==> config.mk <==
export PLATFORM = sky130hd
export DESIGN_NAME = fba_ctrl
export DESIGN_NICKNAME = d
export VERILOG_FILES = /design/src/rtl/fba_pkg.sv /design/src/rtl/fba_ctrl.sv
export SDC_FILE = /design/constraint.sdc
export NUM_CORES = 1
export LEC_CHECK = 0
export BUFFER_PORTS_ARGS = -buffer_cell sky130_fd_sc_hd__buf_2
export CAP_MARGIN = 20
export CORE_AREA = 3 3 40 42
export CTS_CLUSTER_SIZE = 16
export DETAILED_ROUTE_END_ITERATION = 8
export DIE_AREA = 0 0 43 45
export SYNTH_ARGS = -nofsm -noshare
export SYNTH_HDL_FRONTEND = slang
export SYNTH_SLANG_ARGS = --single-unit
==> constraint.sdc <==
create_clock -name i_clk -period 1.8 [get_ports i_clk]
set_input_delay 0.36 -clock i_clk [delete_from_list [all_inputs] [get_ports i_clk]]
set_output_delay 0.36 -clock i_clk [all_outputs]
set_load 0.05 [all_outputs]
==> src/rtl/fba_pkg.sv <==
package fba_pkg;

    localparam int FRAME_COUNT  = 32768;
    localparam int WORD_BITS    = 32;

    // Frame numbers travel in 15-bit fields; frames past that are never named.
    localparam int FRAME_W      = 15;
    localparam int FIELD_FRAMES = 1 << FRAME_W;
    localparam int NUM_FRAMES   = (FRAME_COUNT < FIELD_FRAMES) ? FRAME_COUNT : FIELD_FRAMES;

    // Bit and word indexes are taken apart by shifts: WORD_BITS is a power of two.
    localparam int BIT_W        = $clog2(WORD_BITS);
    localparam int WORD_COUNT   = (NUM_FRAMES + WORD_BITS - 1) / WORD_BITS;
    localparam int GROUP_COUNT  = (WORD_COUNT + WORD_BITS - 1) / WORD_BITS;
    localparam int WADDR_W      = (WORD_COUNT > 1) ? $clog2(WORD_COUNT) : 1;
    localparam int GADDR_W      = (GROUP_COUNT > 1) ? $clog2(GROUP_COUNT) : 1;

    localparam int LAST_WORD_BITS   = NUM_FRAMES - (WORD_COUNT - 1) * WORD_BITS;
    localparam int LAST_GROUP_WORDS = WORD_COUNT - (GROUP_COUNT - 1) * WORD_BITS;

    localparam logic [1:0] FUNC_ALLOC = 2'd0;
    localparam logic [1:0] FUNC_CLAIM = 2'd1;
    localparam logic [1:0] FUNC_FREE  = 2'd2;

    typedef logic [WORD_BITS-1:0] t_word;
    typedef logic [FRAME_W-1:0]   t_frame;

    // Bits at and above n set: marks slots past the end as permanently used.
    function automatic t_word high_mask(int n);
        t_word m;
        m = '0;
        for (int i = 0; i < WORD_BITS; i++) begin
            if (i >= n) begin
                m[i] = 1'b1;
            end
        end
        return m;
    endfunction

    localparam t_word WORD_PAD = high_mask(LAST_WORD_BITS);
    localparam t_word SUM_PAD  = high_mask(LAST_GROUP_WORDS);

    typedef struct packed {
        logic [1:0] func;
        logic       entry_present;
        logic       entry_writable;
        logic       entry_user;
        t_frame     entry_frame;
        t_frame     target_frame;
        logic       kernel_page;
        logic       want_writable;
    } t_fba_in;

    typedef struct packed {
        logic   out_present;
        logic   out_writable;
        logic   out_user;
        t_frame out_frame;
        logic   out_of_frames;
    } t_fba_out;

    typedef struct packed {
        logic clear_wr;
        logic accept;
        logic sum_step;
        logic word_step;
        logic push;
    } t_fba_cmd;

    typedef struct packed {
        logic clear_last;
        logic out_free;
    } t_fba_sts;

endpackage

==> src/rtl/fba_ctrl.sv <==
module fba_ctrl (
    input  logic              i_clk,
    input  logic              i_rst_n,
    input  logic              i_in_valid,
    output logic              o_in_stall,
    input  fba_pkg::t_fba_sts i_sts,
    output fba_pkg::t_fba_cmd o_cmd
);
    import fba_pkg::*;

    typedef enum logic [4:0] {
        S_CLEAR = 5'b00001,
        S_IDLE  = 5'b00010,
        S_SUM   = 5'b00100,
        S_WORD  = 5'b01000,
        S_PUSH  = 5'b10000
    } t_state;

    t_state r_state, n_state;

    always_comb begin
        n_state = r_state;
        o_cmd   = '0;
        case (r_state)
            S_CLEAR: begin
                o_cmd.clear_wr = 1'b1;
                if (i_sts.clear_last) begin
                    n_state = S_IDLE;
                end
            end
            S_IDLE: begin
                if (i_in_valid) begin
                    o_cmd.accept = 1'b1;
                    n_state      = S_SUM;
                end
            end
            S_SUM: begin
                o_cmd.sum_step = 1'b1;
                n_state        = S_WORD;
            end
            S_WORD: begin
                o_cmd.word_step = 1'b1;
                n_state         = S_PUSH;
            end
            S_PUSH: begin
                // Hold the result until the output register frees up.
                if (i_sts.out_free) begin
                    o_cmd.push = 1'b1;
                    n_state    = S_IDLE;
                end
            end
            default: begin
                n_state = S_CLEAR;
            end
        endcase
    end

    always_ff @(posedge i_clk) begin
        if (!i_rst_n) begin
            r_state <= S_CLEAR;
        end else begin
            r_state <= n_state;
        end
    end

    assign o_in_stall = (r_state != S_IDLE);

endmodule

==> impl_metrics.csv <==
group,metric,value,unit
outcome,status,"finished, final reports clean",
layout,insertedDiodeCount,0,
worst_setup_path,path_cells,"or3_4 -> nor3b_4 -> buf_6",
timing,fin_skew,0.00316,ns
logic_synthesis,synth-adder-area-share,0,%
route,wl_met3,48,um
logic_synthesis,muxShareOfSynthArea,0,%
timing,postLayoutSetupSlackWorst,0.0278,ns
timing,slew_violations,0,
logic_synthesis,yosys.area_share.simple,38.4,%
logic_synthesis,synth_nets,43,
layout,final_nets,63,
power,total_power,0.446,mW
route,post_drt_wl_per_cell,11.5,um
floorplan,die_area,1940,sq um
route,vias,342,
global_route,grt_first_pass_wirelength,1430,um
global_route,grtUsageTotal,10.5,%
logic_synthesis,synth_top_family_by_area,"simple AND/OR/NAND/NOR gates",
route,firstDrtPassIters,4,
timing,min_period,1.77,ns
cts,clk_pin_slew,0.04,ns
timing,setup_viol,0,
logic_synthesis,ys_ff_latch,5,
floorplan,coreArea,1280,sq um
power,leakage,0.231,nW
worst_setup_path,max_stage_delay,0.40,ns
floorplan,start_util,25.1,%
route,viasPerCell,4.75,
worst_setup_path,cp_max_fo,4,
placed_design,dp.cells,65,
cts,cts_hold_buf,0,
layout,final_common_cell,"buf_4",
timing,max_freq,564,MHz
worst_setup_path,start_kind,"flip-flop",
layout,top_register,"r_state",
placed_design,place_hpwl,578,um
route,wl_met2,424,um
cts,tritoncts,"done",
route,m1WireLength,336,um
placed_design,gp_congestion,0.702,
job,cap_violations,0,
cts,clockBufferDepth,2,
cts,cts_buffers,3,
placed_design,io_buffer_count,10,
layout,final-seq-area,104,sq um
timing,fin_crit_sh,98.5,%
logic_synthesis,syn-cell-area,323,sq um
floorplan,die_height,45,um
floorplan,die_w,43,um
layout,flow.area_growth_from_synthesis,50.0,%
power,p_per_area,920,nW/um^2
logic_synthesis,ys_seq_area_share,31.0,%
cts,clock_latency,0.24,ns
timing,relSlewSlack,78.2,%
layout,stdcell_count,72,
logic_synthesis,synth-compound-area-share,19.4,%
route,drtIter0Drc,16,
worst_setup_path,setup.worst_path.class,"flip-flop to output port",
route,route.detailed.drc,0,
worst_setup_path,crit_path_end_kind,"output port",
route,ant_nets,0,
cts,htree_levels,1,
cts,cts_num_sinks,5,
route,routed_wirelength,827,um
worst_setup_path,required,1.44,ns
global_route,gr-total-overflow,0,
layout,largest_reg_flops,5,
logic_synthesis,synth-xor-area-share,2.71,%
floorplan,ioPinCount,11,
logic_synthesis,synth.avg_cell_area,8.50,sq um
global_route,grt_antenna_before_repair,0,
timing,worst_pin_slew,0.324,ns
timing,finalHoldViolations,0,
worst_setup_path,slowest_stage,"or3_4",
logic_synthesis,ys_types,25,
route,top_layer_used,"met4",
logic_synthesis,yosysWarnings,0,
layout,drive_above_1_share,50.9,%
worst_setup_path,worstPathArrival,1.41,ns
logic_synthesis,syn_inst,38,
global_route,grt_max_degree,10,
placed_design,place_ws,0.203,ns
power,ir_worst_vdd,222,uV
floorplan,row_count,13,
worst_hold_path,min_path_type,"input pin to flip-flop",
worst_setup_path,reg2reg_slack,0.47,ns
layout,multiInputGateArea,210,sq um
layout,final_cell_mix,"buf_4, buf_2, clkbuf_4, dfxtp_1, nor2_1",
timing,rsz0062_at_grt,"true",
timing,hold_ws,0.357,ns
layout,reg_top3,"r_state x5",
layout,fill_cells,140,
cts,cts_root_buf,"clkbuf_4",
global_route,grt_pass1_vias,347,
==> layer usage <==
metal / track usage [%] / vias to the layer above
met5: 0 / -
met3: 3.59 / 2
met1: 10.3 / 154
met2: 18.6 / 11
li1: - / 175
met4: 7.23 / 0
==> where the power goes <==
group          leakage, nW  internal [mW]  total, mW  switching, mW
Sequential          0.0416          0.121      0.128        0.00748
Combinational        0.174         0.0759      0.189          0.113
Clock               0.0150         0.0837      0.128         0.0442
==> critical path, delay by kind of cell, from the launching register on <==
kind	cells	cell delay [ns]
buffers and inverters	1	0.19
DFF	1	0.35
and+or+nand+nor	2	0.64
==> layout make-up <==
| type | count | share of cell area, % |
|---|---|---|
| inverters | 1 | 0.775 |
| repair buffers | 18 | 25.1 |
| well taps | 15 | 3.88 |
| multi-input cells | 29 | 43.4 |
| clock buffers | 4 | 5.43 |
| flip-flops and latches | 5 | 21.4 |
==> Yosys cell counts <==
master,number,share of area (%)
o31ai_1,2,4.6
nor3b_1,1,2.3
or3_4,1,3.5
buf_2,1,1.5
nor3_1,2,3.1
and4_1,1,2.7
a21oi_1,2,3.1
nor2_1,4,4.6
nor3b_2,1,3.9
xor2_1,1,2.7
nand2b_1,1,1.9
a22o_2,1,3.1
a21o_2,1,2.7
buf_6,1,3.5
nand2_1,2,2.3
and3_1,1,1.9
inv_1,1,1.2
dfxtp_1,5,31
and2_1,2,3.9
o21ai_0,2,3.1
nor4_1,1,1.9
o31a_1,1,2.7
buf_4,1,2.3
nor4b_1,1,2.7
and4b_2,1,3.5
==> timing repair <==
action | in CTS | in global routing
pin swaps | 0 | 1
buffers inserted | 0 | 3
resized for setup | 3 | 5
setup endpoints to repair | 3 | 3
==> final timing paths <==
check	start	endpoint	depth (start not counted)
hold reg to reg	r_state[0]$_SDFFE_PN1P_	r_state[4]$_SDFFE_PN0P_	2
hold / removal	i_rst_n	r_state[3]$_SDFFE_PN0P_	2
setup reg to reg	r_state[2]$_SDFFE_PN0P_	r_state[1]$_SDFFE_PN0P_	3
setup / recovery	r_state[2]$_SDFFE_PN0P_	o_cmd[1]	3
==> stage by stage <==
| step | setup TNS (ns) | instance area [sq um] | util (%) |
|---|---|---|---|
| after floorplan | 0 | 332 | - |
| after global placement | 0 | 414 | 32.2 |
| after detailed placement | 0 | 414 | 32.2 |
| after CTS | 0 | 453 | 35.2 |
| after global routing | -0.0477 | 484 | 37.7 |
| final | 0 | 484 | 37.7 |
==> cell families (layout without fill, tap and decap cells) <==
logic type                count (synthesis)  count (layout)
and+or+nand+nor                          19              19
buffers and inverters                     4              23
DFF                                       5               5
AOI/OAI and AO/OA                         9               9
xor gates and xnor gates                  1               1
Power figures use the tool's default switching activity.
